[config.mk]
export PLATFORM = sky130hd
export DESIGN_NAME = pcfsm_ctrl
export DESIGN_NICKNAME = d
export VERILOG_FILES = /design/src/pcfsm_pkg.sv /design/src/pcfsm_ctrl.sv
export SDC_FILE = /design/constraint.sdc
export NUM_CORES = 1
export LEC_CHECK = 0
export BUFFER_PORTS_ARGS = -buffer_cell sky130_fd_sc_hd__buf_2
export CAP_MARGIN = 40
export CORE_AREA = 2 2 39 41
export DETAILED_ROUTE_END_ITERATION = 10
export DIE_AREA = 0 0 41 43
export GPL_TIMING_DRIVEN = 0
export PLACE_DENSITY = 0.47
export SYNTH_ARGS = -nofsm -noshare
export SYNTH_HDL_FRONTEND = slang
export SYNTH_SLANG_ARGS = --single-unit
[constraint.sdc]
create_clock -name clk -period 2.75 [get_ports clk]
set_input_delay 0.55 -clock clk [delete_from_list [all_inputs] [get_ports clk]]
set_output_delay 0.55 -clock clk [all_outputs]
set_load 0.01 [all_outputs]
[src/pcfsm_pkg.sv]
package pcfsm_pkg;

	// Kind of input word, carried on s_tuser.
	localparam logic OP_WRITE = 1'b0;
	localparam logic OP_QUERY = 1'b1;

	// Coordinates with a neighbour offset and a sign, wide enough to compare against 1024.
	localparam int COORD_W = 12;

	localparam logic [3:0] TAP_LAST = 4'd8;
	localparam logic [3:0] DIV_TOP  = 4'd8;

	// light = (1546u + 3584p) / (20u); the divisor is kept pre-shifted by the top quotient bit.
	localparam logic [15:0] LIGHT_U_MUL = 16'd1546;
	localparam logic [15:0] LIGHT_P_MUL = 16'd3584;
	localparam logic [15:0] LIGHT_D_MUL = 16'd5120;
	localparam logic [8:0]  LIGHT_EMPTY = 9'd77;

	typedef enum logic [2:0] {
		ST_IDLE,
		ST_READ,
		ST_DRAIN,
		ST_PREP,
		ST_DIV,
		ST_FIN
	} state_t;

	typedef struct packed {
		logic wr;
		logic load;
		logic rd;
		logic prep;
		logic step;
		logic load_out;
	} cmd_t;

	typedef struct packed {
		logic last_tap;
		logic div_last;
	} status_t;

	typedef struct packed {
		logic signed [1:0] dx;
		logic signed [1:0] dy;
	} offset_t;

	function automatic offset_t tap_offset(input logic [3:0] k);
		offset_t o;
		unique case (k)
			4'd0: o = '{dx: -2'sd1, dy: -2'sd1};
			4'd1: o = '{dx: -2'sd1, dy:  2'sd0};
			4'd2: o = '{dx: -2'sd1, dy:  2'sd1};
			4'd3: o = '{dx:  2'sd0, dy: -2'sd1};
			4'd4: o = '{dx:  2'sd0, dy:  2'sd0};
			4'd5: o = '{dx:  2'sd0, dy:  2'sd1};
			4'd6: o = '{dx:  2'sd1, dy: -2'sd1};
			4'd7: o = '{dx:  2'sd1, dy:  2'sd0};
			4'd8: o = '{dx:  2'sd1, dy:  2'sd1};
			default: o = '{dx: 2'sd0, dy: 2'sd0};
		endcase
		return o;
	endfunction

endpackage

[src/pcfsm_ctrl.sv]
module pcfsm_ctrl (
	input  logic                clk,
	input  logic                arst_n,
	input  logic                s_tvalid,
	input  logic                op,
	input  logic                m_tready,
	input  pcfsm_pkg::status_t  status,
	output pcfsm_pkg::cmd_t     cmd,
	output logic                s_tready,
	output logic                m_tvalid
);
	import pcfsm_pkg::*;

	state_t state_q;
	state_t state_d;
	logic   out_valid_q;

	always_ff @(posedge clk or negedge arst_n) begin
		if (!arst_n) begin
			state_q     <= ST_IDLE;
			out_valid_q <= 1'b0;
		end else begin
			state_q <= state_d;
			if (cmd.load_out) begin
				out_valid_q <= 1'b1;
			end else if (m_tready) begin
				out_valid_q <= 1'b0;
			end
		end
	end

	always_comb begin
		state_d  = state_q;
		cmd      = '0;
		s_tready = 1'b0;
		unique case (state_q)
			ST_IDLE: begin
				s_tready = 1'b1;
				if (s_tvalid) begin
					if (op == OP_QUERY) begin
						cmd.load = 1'b1;
						state_d  = ST_READ;
					end else begin
						cmd.wr = 1'b1;
					end
				end
			end
			ST_READ: begin
				cmd.rd = 1'b1;
				if (status.last_tap) begin
					state_d = ST_DRAIN;
				end
			end
			ST_DRAIN: begin
				state_d = ST_PREP;
			end
			ST_PREP: begin
				cmd.prep = 1'b1;
				state_d  = ST_DIV;
			end
			ST_DIV: begin
				cmd.step = 1'b1;
				if (status.div_last) begin
					state_d = ST_FIN;
				end
			end
			ST_FIN: begin
				// The result waits here until the output register is free.
				if (!out_valid_q || m_tready) begin
					cmd.load_out = 1'b1;
					state_d      = ST_IDLE;
				end
			end
			default: begin
				state_d = ST_IDLE;
			end
		endcase
	end

	assign m_tvalid = out_valid_q;

endmodule

==> metrics.txt, run 1 <==
# TYPE chip_impl_metric gauge
chip_impl_metric{name="postCtsResizedCells",unit=""} 0
chip_impl_metric{name="flow.area_growth_from_synthesis",unit="%"} 41.3
chip_impl_metric{name="die_h",unit="um"} 43
chip_impl_info{name="worstSetupPathType",value="flop to output pin"} 1
chip_impl_metric{name="post-cts-setup-buffer-count",unit=""} 0
chip_impl_metric{name="skew",unit="ns"} 0.00152
chip_impl_metric{name="timing.hold.ws",unit="ns"} 0.108
chip_impl_metric{name="netlist_instances",unit=""} 32
chip_impl_metric{name="initial_utilization",unit=""} 0.197
chip_impl_metric{name="setup_slack",unit="ns"} 0.949
chip_impl_info{name="cts_tree",value="built"} 1
chip_impl_metric{name="post-route-cell-area",unit="um^2"} 385
chip_impl_metric{name="post-route-min-period",unit="ns"} 1.80
chip_impl_metric{name="final_antenna_net_count",unit=""} 0
chip_impl_metric{name="insertedDiodeCount",unit=""} 0
chip_impl_metric{name="numCtsBuffers",unit=""} 3
chip_impl_info{name="critical_path.startpoint_type",value="flop"} 1
chip_impl_metric{name="ctsLongestPathBuffers",unit=""} 2
chip_impl_metric{name="grt_first_pass_wirelength",unit="um"} 876
chip_impl_metric{name="arrival",unit="ns"} 1.25
chip_impl_metric{name="cts-hold-fix-buffers",unit=""} 0
chip_impl_metric{name="ctsHtreeMaxLevel",unit=""} 1
chip_impl_metric{name="placement_rows",unit=""} 14
chip_impl_metric{name="yosys_warnings",unit=""} 0
chip_impl_info{name="end_kind",value="output pin"} 1
chip_impl_metric{name="via_density_per_instance",unit=""} 4.15
chip_impl_metric{name="clk_pin_slew",unit="ns"} 0.04
chip_impl_metric{name="worstSkewPairLatency",unit="ns"} 0.23
chip_impl_metric{name="cell_area_after_synthesis",unit="um^2"} 273
chip_impl_info{name="worstHoldPathType",value="input port to asynchronous set/reset pin"} 1
chip_impl_metric{name="max_clock_freq",unit="MHz"} 555
chip_impl_metric{name="dieWidth",unit="um"} 41
chip_impl_metric{name="synth.ff_latch_count",unit=""} 4
chip_impl_metric{name="grtUsageTotal",unit=""} 0.0835
chip_impl_metric{name="slew_headroom",unit=""} 0.847
chip_impl_metric{name="slew_viol_final",unit=""} 0
chip_impl_metric{name="core",unit="mm^2"} 0.00138
chip_impl_info{name="layout.cells.most_common",value="sky130_fd_sc_hd__buf_2"} 1
chip_impl_metric{name="placedInstanceArea",unit="um^2"} 363
chip_impl_metric{name="wirelength",unit="um"} 601
chip_impl_metric{name="ratio_of_total_power_to_cell_area",unit="mW/mm^2"} 1050
chip_impl_metric{name="cp_data_required_time",unit="ns"} 2.20
chip_impl_metric{name="irDropWorstVdd",unit="mV"} 0.264
chip_impl_metric{name="io_pins",unit=""} 15
chip_impl_metric{name="fillCellCount",unit=""} 159
chip_impl_metric{name="drcViolationCount",unit=""} 0
chip_impl_metric{name="globalRouteOverflowTotal",unit=""} 0
chip_impl_metric{name="initial_antenna_violation_count",unit=""} 0
chip_impl_metric{name="synthDistinctLibCells",unit=""} 15
chip_impl_metric{name="setup_viol",unit=""} 0
chip_impl_info{name="cts_root_buf",value="sky130_fd_sc_hd__clkbuf_4"} 1
chip_impl_metric{name="worstPathMaxFanout",unit=""} 10
chip_impl_metric{name="nNetsFinal",unit=""} 58
chip_impl_metric{name="post-dp-hpwl",unit="um"} 470
chip_impl_metric{name="max-cap-violations",unit=""} 0
chip_impl_metric{name="tns",unit="ns"} 0
chip_impl_metric{name="finalWeightedCongestion",unit=""} 0.706
chip_impl_info{name="most-common-layout-cells",value="sky130_fd_sc_hd__buf_2, sky130_fd_sc_hd__nor2_1, sky130_fd_sc_hd__nand2_1"} 1
chip_impl_metric{name="worst_slew_pin_slew",unit="ns"} 0.226
chip_impl_metric{name="r2r_cell_count",unit=""} 4
chip_impl_metric{name="finalPower",unit="uW"} 406
chip_impl_metric{name="drt_iter0_markers",unit=""} 2
chip_impl_metric{name="final-hold-violation-count",unit=""} 0
chip_impl_metric{name="clock_sinks",unit=""} 4
chip_impl_metric{name="final_layout_size_suffix_gt1_frac",unit=""} 0.429
chip_impl_metric{name="wire_per_inst",unit="um"} 9.25
chip_impl_metric{name="synthesized_nets",unit=""} 39
chip_impl_metric{name="port_buffers",unit=""} 14
chip_impl_info{name="rsz0062_at_grt",value="false"} 1
chip_impl_metric{name="die_area",unit="mm^2"} 0.00176
chip_impl_metric{name="dp_slack",unit="ns"} 1.17
chip_impl_metric{name="detailedRoute.firstPassIterationCount",unit=""} 2
chip_impl_info{name="status",value="finished clean"} 1
chip_impl_metric{name="power_leakage",unit="uW"} 0.000212
chip_impl_metric{name="num_vias",unit=""} 270
chip_impl_metric{name="seq_area_frac_synth",unit=""} 0.367
chip_impl_metric{name="grt_start_max_net_pins",unit=""} 11
chip_impl_metric{name="synth_area_per_cell",unit="um^2"} 8.52
chip_impl_metric{name="fin_crit_sh",unit=""} 0.655
chip_impl_metric{name="first_global_vias",unit=""} 229
layout make-up:
cell class	count	area (um^2)	share of cell area
buffer	2	22.5	0.0584
clock buffer	3	22.5	0.0584
multi-input combinational	26	150	0.390
sequential	4	100	0.260
tap	16	20.0	0.0519
timing repair buffer	14	70.1	0.182
through the flow:
stage	instances	util
3_3_place_gp	62	0.262
4_1_cts	65	0.278
5_1_grt	65	0.278
6_report	65	0.278
2_1_floorplan	32	-
3_5_place_dp	62	0.262
worst paths after layout:
| kind | to | slack [ns] | start |
|---|---|---|---|
| setup reg to reg | state_q[0]$_DFFE_PN0P_ | 1.69 | state_q[0]$_DFFE_PN0P_ |
| max in group asynchronous | state_q[0]$_DFFE_PN0P_ | 2.53 | arst_n |
| hold / removal | state_q[2]$_DFFE_PN0P_ | 0.11 | arst_n |
| min in group clk | m_tvalid$_DFFE_PN0P_ | 0.53 | m_tvalid$_DFFE_PN0P_ |
| hold reg to reg | m_tvalid$_DFFE_PN0P_ | 0.53 | m_tvalid$_DFFE_PN0P_ |
| setup / recovery | cmd[4] | 0.95 | state_q[2]$_DFFE_PN0P_ |
per-layer routing:
layer / vias to the layer above / part of all wire / track usage
li1: 142 / - / -
met1: 119 / 0.45 / 0.0906
met2: 9 / 0.49 / 0.106
met3: 0 / 0.058 / 0.0314
met4: 0 / 0 / 0.100
met5: - / 0 / 0
cells in the mapped netlist:
cell                        number  area, um^2
sky130_fd_sc_hd__or2_1           1        6.26
sky130_fd_sc_hd__nand2b_1        3        18.8
sky130_fd_sc_hd__nand2_1         5        18.8
sky130_fd_sc_hd__a2bb2oi_1       1        8.76
sky130_fd_sc_hd__buf_6           2        22.5
sky130_fd_sc_hd__nor2b_1         2        12.5
sky130_fd_sc_hd__o311ai_1        1        8.76
sky130_fd_sc_hd__dfrtp_1         4         100
sky130_fd_sc_hd__and3b_2         1        10.0
sky130_fd_sc_hd__nor3b_1         1        7.51
sky130_fd_sc_hd__and3_1          1        6.26
sky130_fd_sc_hd__a21oi_1         3        15.0
sky130_fd_sc_hd__nand4b_1        1        8.76
sky130_fd_sc_hd__nor3_2          1        10.0
sky130_fd_sc_hd__nor2_1          5        18.8
flip-flops by register name, indices dropped and copies added, names as in the netlist:
register	cells
m_tvalid	1
state_q	3
cell families after synthesis:
logic type,synth area share
AND/OR/NAND/NOR,0.431
AO/OA/AOI/OAI,0.119
buffers and inverters,0.0826
flip-flops,0.367
power by group:
group          internal, uW  switching (uW)
clock                  48.8            24.1
combinational           112             114
sequential             84.1            23.8
critical path, cell delays in order (launching register included):
cell and delay [ns]:
sky130_fd_sc_hd__dfrtp_1 0.37, sky130_fd_sc_hd__buf_6 0.14, sky130_fd_sc_hd__nor3_2 0.21, sky130_fd_sc_hd__and3_1 0.17, sky130_fd_sc_hd__buf_2 0.12
Power figures use the tool's default switching activity.
==> run 2, diff against run 1 <==
--- a/config.mk
+++ b/config.mk
@@ -5,13 +5,14 @@
 export SDC_FILE = /design/constraint.sdc
 export NUM_CORES = 1
 export LEC_CHECK = 0
+export ABC_AREA = 1
 export BUFFER_PORTS_ARGS = -buffer_cell sky130_fd_sc_hd__buf_2
 export CAP_MARGIN = 40
 export CORE_AREA = 2 2 39 41
 export DETAILED_ROUTE_END_ITERATION = 10
 export DIE_AREA = 0 0 41 43
 export GPL_TIMING_DRIVEN = 0
-export PLACE_DENSITY = 0.47
+export PLACE_DENSITY = 0.49
 export SYNTH_ARGS = -nofsm -noshare
 export SYNTH_HDL_FRONTEND = slang
 export SYNTH_SLANG_ARGS = --single-unit
==> constraint.sdc (replaced) <==
create_clock -name clk -period 1.58 [get_ports clk]
set_input_delay 0.316 -clock clk [delete_from_list [all_inputs] [get_ports clk]]
set_output_delay 0.316 -clock clk [all_outputs]
set_load 0.01 [all_outputs]
==> metrics.txt, run 2 <==
# TYPE chip_impl_metric gauge
chip_impl_info{name="rsz0062_at_grt",value="false"} 1
chip_impl_metric{name="synthDistinctLibCells",unit=""} 12
chip_impl_metric{name="initial_antenna_violation_count",unit=""} 0
chip_impl_metric{name="flow.area_growth_from_synthesis",unit="%"} 49.1
chip_impl_metric{name="nNetsFinal",unit=""} 71
chip_impl_metric{name="max_clock_freq",unit="MHz"} 674
chip_impl_metric{name="netlist_instances",unit=""} 43
chip_impl_metric{name="via_density_per_instance",unit=""} 3.90
chip_impl_info{name="status",value="finished clean"} 1
chip_impl_metric{name="synth_edf_count",unit=""} 0
chip_impl_metric{name="skew",unit="ns"} 0.000570
chip_impl_info{name="critical_path.startpoint_type",value="flop"} 1
chip_impl_metric{name="slew_viol_final",unit=""} 0
chip_impl_metric{name="die_h",unit="um"} 43
chip_impl_metric{name="final-hold-violation-count",unit=""} 0
chip_impl_metric{name="ctsHtreeMaxLevel",unit=""} 1
chip_impl_metric{name="non_filler_cells_final",unit=""} 78
chip_impl_metric{name="numPlacedInstances",unit=""} 73
chip_impl_metric{name="yosys_warnings",unit=""} 0
chip_impl_metric{name="slew_headroom",unit=""} 0.872
chip_impl_metric{name="first_global_vias",unit=""} 285
chip_impl_metric{name="ctsLongestPathBuffers",unit=""} 2
chip_impl_info{name="cts_root_buf",value="sky130_fd_sc_hd__clkbuf_4"} 1
chip_impl_metric{name="grtUsageTotal",unit=""} 0.0929
chip_impl_metric{name="fillCellCount",unit=""} 159
chip_impl_metric{name="final_antenna_net_count",unit=""} 0
chip_impl_metric{name="fin_crit_sh",unit=""} 0.940
chip_impl_metric{name="wirelength",unit="um"} 575
chip_impl_info{name="ys_top_cells_by_area",value="sky130_fd_sc_hd__dfrtp_1, sky130_fd_sc_hd__nand2_1, sky130_fd_sc_hd__nor2_1"} 1
chip_impl_info{name="worstSetupPathType",value="flop to output pin"} 1
chip_impl_metric{name="io_pins",unit=""} 15
chip_impl_metric{name="grt_first_pass_wirelength",unit="mm"} 1.08
chip_impl_metric{name="drcViolationCount",unit=""} 0
chip_impl_metric{name="clock_sinks",unit=""} 4
chip_impl_metric{name="finalWeightedCongestion",unit=""} 0.697
chip_impl_metric{name="synthesized_nets",unit=""} 50
chip_impl_metric{name="worstPathMaxFanout",unit=""} 8
chip_impl_info{name="top_register",value="state_q"} 1
chip_impl_info{name="layout.cells.most_common",value="sky130_fd_sc_hd__buf_2"} 1
chip_impl_info{name="post_synth_most_frequent_cells",value="sky130_fd_sc_hd__nand2_1, sky130_fd_sc_hd__nor2_1, sky130_fd_sc_hd__inv_1, sky130_fd_sc_hd__nand3_1, sky130_fd_sc_hd__dfrtp_1"} 1
chip_impl_metric{name="wire_per_inst",unit="um"} 7.37
chip_impl_metric{name="r2r_slack",unit="ns"} 0.46
chip_impl_metric{name="cell_area_after_synthesis",unit="um^2"} 275
chip_impl_info{name="cts_tree",value="built"} 1
chip_impl_metric{name="globalRouteOverflowTotal",unit=""} 0
chip_impl_metric{name="num_vias",unit=""} 304
chip_impl_metric{name="postSynth.asyncResetShare",unit=""} 1.00
chip_impl_metric{name="synth.ff_latch_count",unit=""} 4
chip_impl_info{name="r2r-start",value="state_q[2]$_DFFE_PN0P_"} 1
chip_impl_metric{name="synth_area_per_cell",unit="um^2"} 6.40
chip_impl_info{name="synth.largest_area_cell",value="sky130_fd_sc_hd__dfrtp_1"} 1
chip_impl_info{name="end_kind",value="output pin"} 1
chip_impl_metric{name="r2r_cell_count",unit=""} 7
chip_impl_metric{name="arrival",unit="ns"} 1.17
chip_impl_metric{name="post-dp-hpwl",unit="um"} 470
chip_impl_metric{name="clk_pin_slew",unit="ns"} 0.04
chip_impl_info{name="crit_path_start",value="state_q[2]$_DFFE_PN0P_"} 1
chip_impl_metric{name="grt_start_max_net_pins",unit=""} 9
chip_impl_metric{name="worstSkewPairLatency",unit="ns"} 0.23
chip_impl_metric{name="detailedRoute.firstPassIterationCount",unit=""} 2
chip_impl_info{name="worstHoldPathType",value="input port to flop"} 1
chip_impl_metric{name="die_area",unit="mm^2"} 0.00176
chip_impl_metric{name="post-route-min-period",unit="ns"} 1.48
chip_impl_metric{name="drt_iter0_markers",unit=""} 1
chip_impl_metric{name="worst_slew_pin_slew",unit="ns"} 0.193
chip_impl_metric{name="initial_utilization",unit=""} 0.199
chip_impl_metric{name="seq_area_frac_synth",unit=""} 0.364
chip_impl_metric{name="largest_register_ff_count",unit=""} 3
chip_impl_metric{name="placement_rows",unit=""} 14
chip_impl_info{name="most-common-layout-cells",value="sky130_fd_sc_hd__buf_2, sky130_fd_sc_hd__nand2_1, sky130_fd_sc_hd__nor2_1"} 1
chip_impl_metric{name="setup_viol",unit=""} 0
chip_impl_metric{name="insertedDiodeCount",unit=""} 0
chip_impl_metric{name="ratio_of_total_power_to_cell_area",unit="mW/mm^2"} 1710
chip_impl_metric{name="max-cap-violations",unit=""} 0
chip_impl_metric{name="final_layout_size_suffix_gt1_frac",unit=""} 0.403
chip_impl_metric{name="numCtsBuffers",unit=""} 3
chip_impl_metric{name="dieWidth",unit="um"} 41
chip_impl_metric{name="tns",unit="ns"} 0
chip_impl_metric{name="power_leakage",unit="uW"} 0.000257
chip_impl_info{name="worst_setup_path_endpoint",value="cmd[5]"} 1
chip_impl_info{name="worstReg2RegEnd",value="state_q[2]$_DFFE_PN0P_"} 1
chip_impl_metric{name="port_buffers",unit=""} 14
chip_impl_info{name="postSynth.topFlopCell",value="sky130_fd_sc_hd__dfrtp_1"} 1
chip_impl_info{name="yosys.cell_count.top_type",value="sky130_fd_sc_hd__nand2_1"} 1
chip_impl_metric{name="core",unit="mm^2"} 0.00138
chip_impl_metric{name="cp_data_required_time",unit="ns"} 1.26
chip_impl_metric{name="irDropWorstVdd",unit="mV"} 0.379
chip_impl_metric{name="netlist.area_leader.share",unit=""} 0.364
[run 2: changes by cell type after synthesis, moves of 2 or more]
cell | previous run | this run
sky130_fd_sc_hd__inv_2 | 0 | 3
sky130_fd_sc_hd__nand2b_1 | 3 | 0
sky130_fd_sc_hd__nor2_1 | 5 | 7
sky130_fd_sc_hd__nor2b_1 | 2 | 0
sky130_fd_sc_hd__nor2_2 | 0 | 2
sky130_fd_sc_hd__nand2_1 | 5 | 11
sky130_fd_sc_hd__inv_1 | 0 | 5
sky130_fd_sc_hd__nand3_1 | 0 | 5
[run 2: logic make-up after synthesis]
group / synth area share
simple gates: 0.405
buf+inv: 0.150
flops: 0.364
compound gates: 0.0818
[run 2: how the worst min path moves through the flow]
stage	start	cells past startpoint	end	slack, ns
after floorplan	arst_n	0	m_tvalid$_DFFE_PN0P_	0.02
after global placement	arst_n	1	m_tvalid$_DFFE_PN0P_	0.12
after detailed placement	arst_n	1	m_tvalid$_DFFE_PN0P_	0.12
after CTS	m_tready	4	m_tvalid$_DFFE_PN0P_	0.37
after global routing	arst_n	2	state_q[1]$_DFFE_PN0P_	0.43
final	m_tready	4	m_tvalid$_DFFE_PN0P_	0.37
[run 2: repair_timing]
item / in CTS / in global routing
hold buffers: 1 / 0
resized for setup: 1 / 0
setup buffers: 0 / 1
endpoints found under the setup margin: 1 / 1
pin swaps: 0 / 1
hold endpoints to repair: 4 / 0
[run 2: power by group]
group,switching (uW),internal [uW],total (uW)
Clock,36.8,84.6,121
Combinational,223,173,396
Sequential,43.5,143,186
Total,303,401,704
[run 2: through the flow]
step / utilization / setup WS, ns / hold slack [ns] / instance area (um^2) / total power [uW]
global placement: 0.264 / 0.274 / 0.123 / 365 / 547
detailed placement: 0.264 / 0.246 / 0.124 / 365 / 550
floorplan: - / 0.296 / 0.0204 / 275 / 441
finish: 0.297 / 0.0953 / 0.369 / 410 / 704
CTS: 0.291 / 0.0367 / 0.369 / 403 / 694
global route: 0.297 / 0.00587 / 0.426 / 410 / 795
[run 2: worst max-delay path: stages, from the launching register on]
cell and delay, ns:
sky130_fd_sc_hd__dfrtp_1 0.36, sky130_fd_sc_hd__buf_6 0.13, sky130_fd_sc_hd__inv_2 0.07, sky130_fd_sc_hd__nand2_1 0.07, sky130_fd_sc_hd__inv_1 0.06, sky130_fd_sc_hd__nand2_1 0.04
sky130_fd_sc_hd__nor2_1 0.07, sky130_fd_sc_hd__buf_2 0.13
[run 2: metal layers]
layer	vias up	GRT usage	share of wire
met2	4	0.128	0.52
met3	0	0.0314	0.024
met4	0	0.0800	0
met5	-	0	0
met1	129	0.108	0.45
li1	171	-	-
[run 2: layout make-up]
| class | count | area (um^2) | area share |
|---|---|---|---|
| multi-input combinational | 30 | 139 | 0.338 |
| sequential | 4 | 100 | 0.244 |
| timing repair buffer | 16 | 87.6 | 0.213 |
| inverter | 8 | 30.0 | 0.0732 |
| clock buffer | 3 | 22.5 | 0.0549 |
| tap | 16 | 20.0 | 0.0488 |
| buffer | 1 | 11.3 | 0.0274 |
==> run 3, diff against run 2 <==
--- a/config.mk
+++ b/config.mk
@@ -5,7 +5,7 @@
 export SDC_FILE = /design/constraint.sdc
 export NUM_CORES = 1
 export LEC_CHECK = 0
-export ABC_AREA = 1
+export ABC_AREA = 0
 export BUFFER_PORTS_ARGS = -buffer_cell sky130_fd_sc_hd__buf_2
 export CAP_MARGIN = 40
 export CORE_AREA = 2 2 39 41
==> metrics.txt, run 3 (synthesis gave the netlist of run 1 again) <==
# TYPE chip_impl_metric gauge
chip_impl_metric{name="first_global_vias",unit=""} 234
chip_impl_metric{name="via_density_per_instance",unit=""} 4.12
chip_impl_metric{name="io_pins",unit=""} 15
chip_impl_info{name="status",value="finished clean"} 1
chip_impl_metric{name="timing.hold.ws",unit="ns"} 0.341
chip_impl_metric{name="wire_per_inst",unit="um"} 9.12
chip_impl_info{name="cts_root_buf",value="sky130_fd_sc_hd__clkbuf_4"} 1
chip_impl_metric{name="ratio_of_total_power_to_cell_area",unit="mW/mm^2"} 1840
chip_impl_info{name="crit_path_cell_trace",value="buf_6 -> nor3_4 -> nand2_1 -> nor2_1 -> buf_2"} 1
chip_impl_metric{name="grt_first_pass_wirelength",unit="um"} 883
chip_impl_metric{name="grtUsageTotal",unit=""} 0.0795
chip_impl_metric{name="die_area",unit="mm^2"} 0.00176
chip_impl_metric{name="irDropWorstVdd",unit="mV"} 0.546
chip_impl_metric{name="globalRouteOverflowTotal",unit=""} 0
chip_impl_metric{name="fillCellCount",unit=""} 159
chip_impl_metric{name="wirelength",unit="um"} 620
chip_impl_metric{name="drt_iter0_markers",unit=""} 0
chip_impl_metric{name="clock_sinks",unit=""} 4
chip_impl_metric{name="initial_antenna_violation_count",unit=""} 0
chip_impl_metric{name="initial_utilization",unit=""} 0.197
chip_impl_info{name="worstHoldPathType",value="input port to flop"} 1
chip_impl_metric{name="clk_pin_slew",unit="ns"} 0.03
chip_impl_metric{name="num_vias",unit=""} 280
chip_impl_metric{name="critPathBufInv",unit=""} 2
chip_impl_info{name="layout.cells.most_common",value="sky130_fd_sc_hd__buf_2"} 1
chip_impl_info{name="rsz0062_at_grt",value="true"} 1
chip_impl_metric{name="die_h",unit="um"} 43
chip_impl_metric{name="finalWeightedCongestion",unit=""} 0.706
chip_impl_metric{name="final_antenna_net_count",unit=""} 0
chip_impl_metric{name="final_layout_size_suffix_gt1_frac",unit=""} 0.481
chip_impl_metric{name="drcViolationCount",unit=""} 0
chip_impl_metric{name="post-route-min-period",unit="ns"} 1.50
chip_impl_metric{name="ctsLongestPathBuffers",unit=""} 2
chip_impl_metric{name="post-route-util",unit=""} 0.304
chip_impl_metric{name="detailedRoute.firstPassIterationCount",unit=""} 1
chip_impl_metric{name="placement_rows",unit=""} 14
chip_impl_metric{name="worstPathMaxFanout",unit=""} 4
chip_impl_metric{name="worst_slew_pin_slew",unit="ns"} 0.231
chip_impl_metric{name="insertedDiodeCount",unit=""} 0
chip_impl_metric{name="final-hold-violation-count",unit=""} 0
chip_impl_metric{name="numCtsBuffers",unit=""} 3
chip_impl_info{name="top_register",value="state_q"} 1
chip_impl_metric{name="core",unit="mm^2"} 0.00138
chip_impl_metric{name="power_leakage",unit="uW"} 0.000226
chip_impl_metric{name="largest_register_ff_count",unit=""} 3
chip_impl_metric{name="skew",unit="ns"} 0.00172
chip_impl_metric{name="fin_crit_sh",unit=""} 0.950
chip_impl_info{name="worstSetupPathType",value="flop to output pin"} 1
chip_impl_metric{name="crit_path_max_incr_delay",unit="ns"} 0.36
chip_impl_metric{name="post-dp-hpwl",unit="um"} 474
chip_impl_metric{name="max-cap-violations",unit=""} 0
chip_impl_metric{name="slew_viol_final",unit=""} 0
chip_impl_info{name="end_kind",value="output pin"} 1
chip_impl_info{name="most-common-layout-cells",value="sky130_fd_sc_hd__buf_2, sky130_fd_sc_hd__nor2_1, sky130_fd_sc_hd__nand2_1"} 1
chip_impl_metric{name="cp_data_required_time",unit="ns"} 1.26
chip_impl_metric{name="nNetsFinal",unit=""} 61
chip_impl_metric{name="port_buffers",unit=""} 14
chip_impl_metric{name="max_clock_freq",unit="MHz"} 666
chip_impl_info{name="cpMaxStageDelayCell",value="sky130_fd_sc_hd__dfrtp_1"} 1
chip_impl_metric{name="dieWidth",unit="um"} 41
chip_impl_metric{name="ctsHtreeMaxLevel",unit=""} 1
chip_impl_metric{name="worstSkewPairLatency",unit="ns"} 0.23
chip_impl_metric{name="slew_headroom",unit=""} 0.844
chip_impl_metric{name="grt_start_max_net_pins",unit=""} 11
chip_impl_metric{name="flow.area_growth_from_synthesis",unit="%"} 54.1
chip_impl_info{name="critical-path-top-delay-family",value="flip-flops"} 1
chip_impl_metric{name="arrival",unit="ns"} 1.19
chip_impl_info{name="cts_tree",value="built"} 1
chip_impl_info{name="critical_path.startpoint_type",value="flop"} 1
chip_impl_metric{name="setup_viol",unit=""} 0
-- run 3: changes by cell type in the layout (fill, tap and decap cells not counted), moves of 2 or more --
cell	previous run	this run
sky130_fd_sc_hd__nand2b_1	0	3
sky130_fd_sc_hd__nand3_1	5	0
sky130_fd_sc_hd__nand2_1	11	5
sky130_fd_sc_hd__inv_1	5	0
sky130_fd_sc_hd__inv_2	3	0
sky130_fd_sc_hd__nor2_1	7	5
-- run 3: worst paths after layout --
check | start | to | slack, ns | cells after the start
min in group asynchronous | arst_n | m_tvalid$_DFFE_PN0P_ | 0.42 | 2
setup / recovery | state_q[0]$_DFFE_PN0P_ | cmd[5] | 0.08 | 5
hold reg to reg | m_tvalid$_DFFE_PN0P_ | m_tvalid$_DFFE_PN0P_ | 0.52 | 2
setup reg to reg | state_q[0]$_DFFE_PN0P_ | state_q[0]$_DFFE_PN0P_ | 0.45 | 5
hold / removal | status[1] | state_q[1]$_DFFE_PN0P_ | 0.34 | 3
max in group asynchronous | arst_n | state_q[1]$_DFFE_PN0P_ | 1.03 | 2
-- run 3: layer usage --
layer / vias to the layer above / share of wire / global-route usage
met1: 119 / 0.46 / 0.0874
met3: 0 / 0.094 / 0.0314
met4: 0 / 0 / 0.0800
met2: 12 / 0.44 / 0.106
met5: - / 0 / 0
li1: 149 / - / -
-- run 3: through the flow --
stage / setup slack [ns] / setup TNS [ns] / instances / area, um^2 / power [uW]
after floorplan: 0.236 / 0 / 32 / 273 / 467
after global placement: 0.257 / 0 / 62 / 363 / 586
after detailed placement: 0.252 / 0 / 62 / 363 / 589
after CTS: 0.00309 / 0 / 66 / 395 / 720
after global routing: -0.0144 / -0.0144 / 68 / 420 / 841
final: 0.0785 / 0 / 68 / 420 / 773
-- run 3: repair_timing --
| item | 4_1_cts | 5_1_grt |
|---|---|---|
| hold buffers | 1 | 0 |
| gates resized for setup | 0 | 3 |
| endpoints found under the setup margin | 0 | 3 |
| hold endpoints to repair | 4 | 0 |
| buffers inserted | 0 | 2 |
-- run 3: final cells by class --
class,count,area [um^2],area share
Buffer,2,22.5,0.0536
Clock buffer,3,22.5,0.0536
Multi-Input combinational cell,26,159,0.378
Sequential cell,4,101,0.241
Tap cell,16,20.0,0.0476
Timing Repair Buffer,17,95.1,0.226
-- run 3: power by group --
part | internal (uW) | leakage (uW) | switching (uW)
clock | 84.5 | 0.0000138 | 36.0
sequential | 149 | 0.0000512 | 50.5
combinational | 240 | 0.000161 | 213
total | 474 | 0.000226 | 299
-- run 3: worst register-to-register path, stage by stage, from the launching register on --
cell	delay, ns
sky130_fd_sc_hd__dfrtp_1	0.33
sky130_fd_sc_hd__buf_6	0.11
sky130_fd_sc_hd__buf_4	0.12
sky130_fd_sc_hd__nand2b_1	0.12
sky130_fd_sc_hd__a2bb2oi_1	0.19
sky130_fd_sc_hd__o311ai_1	0.12
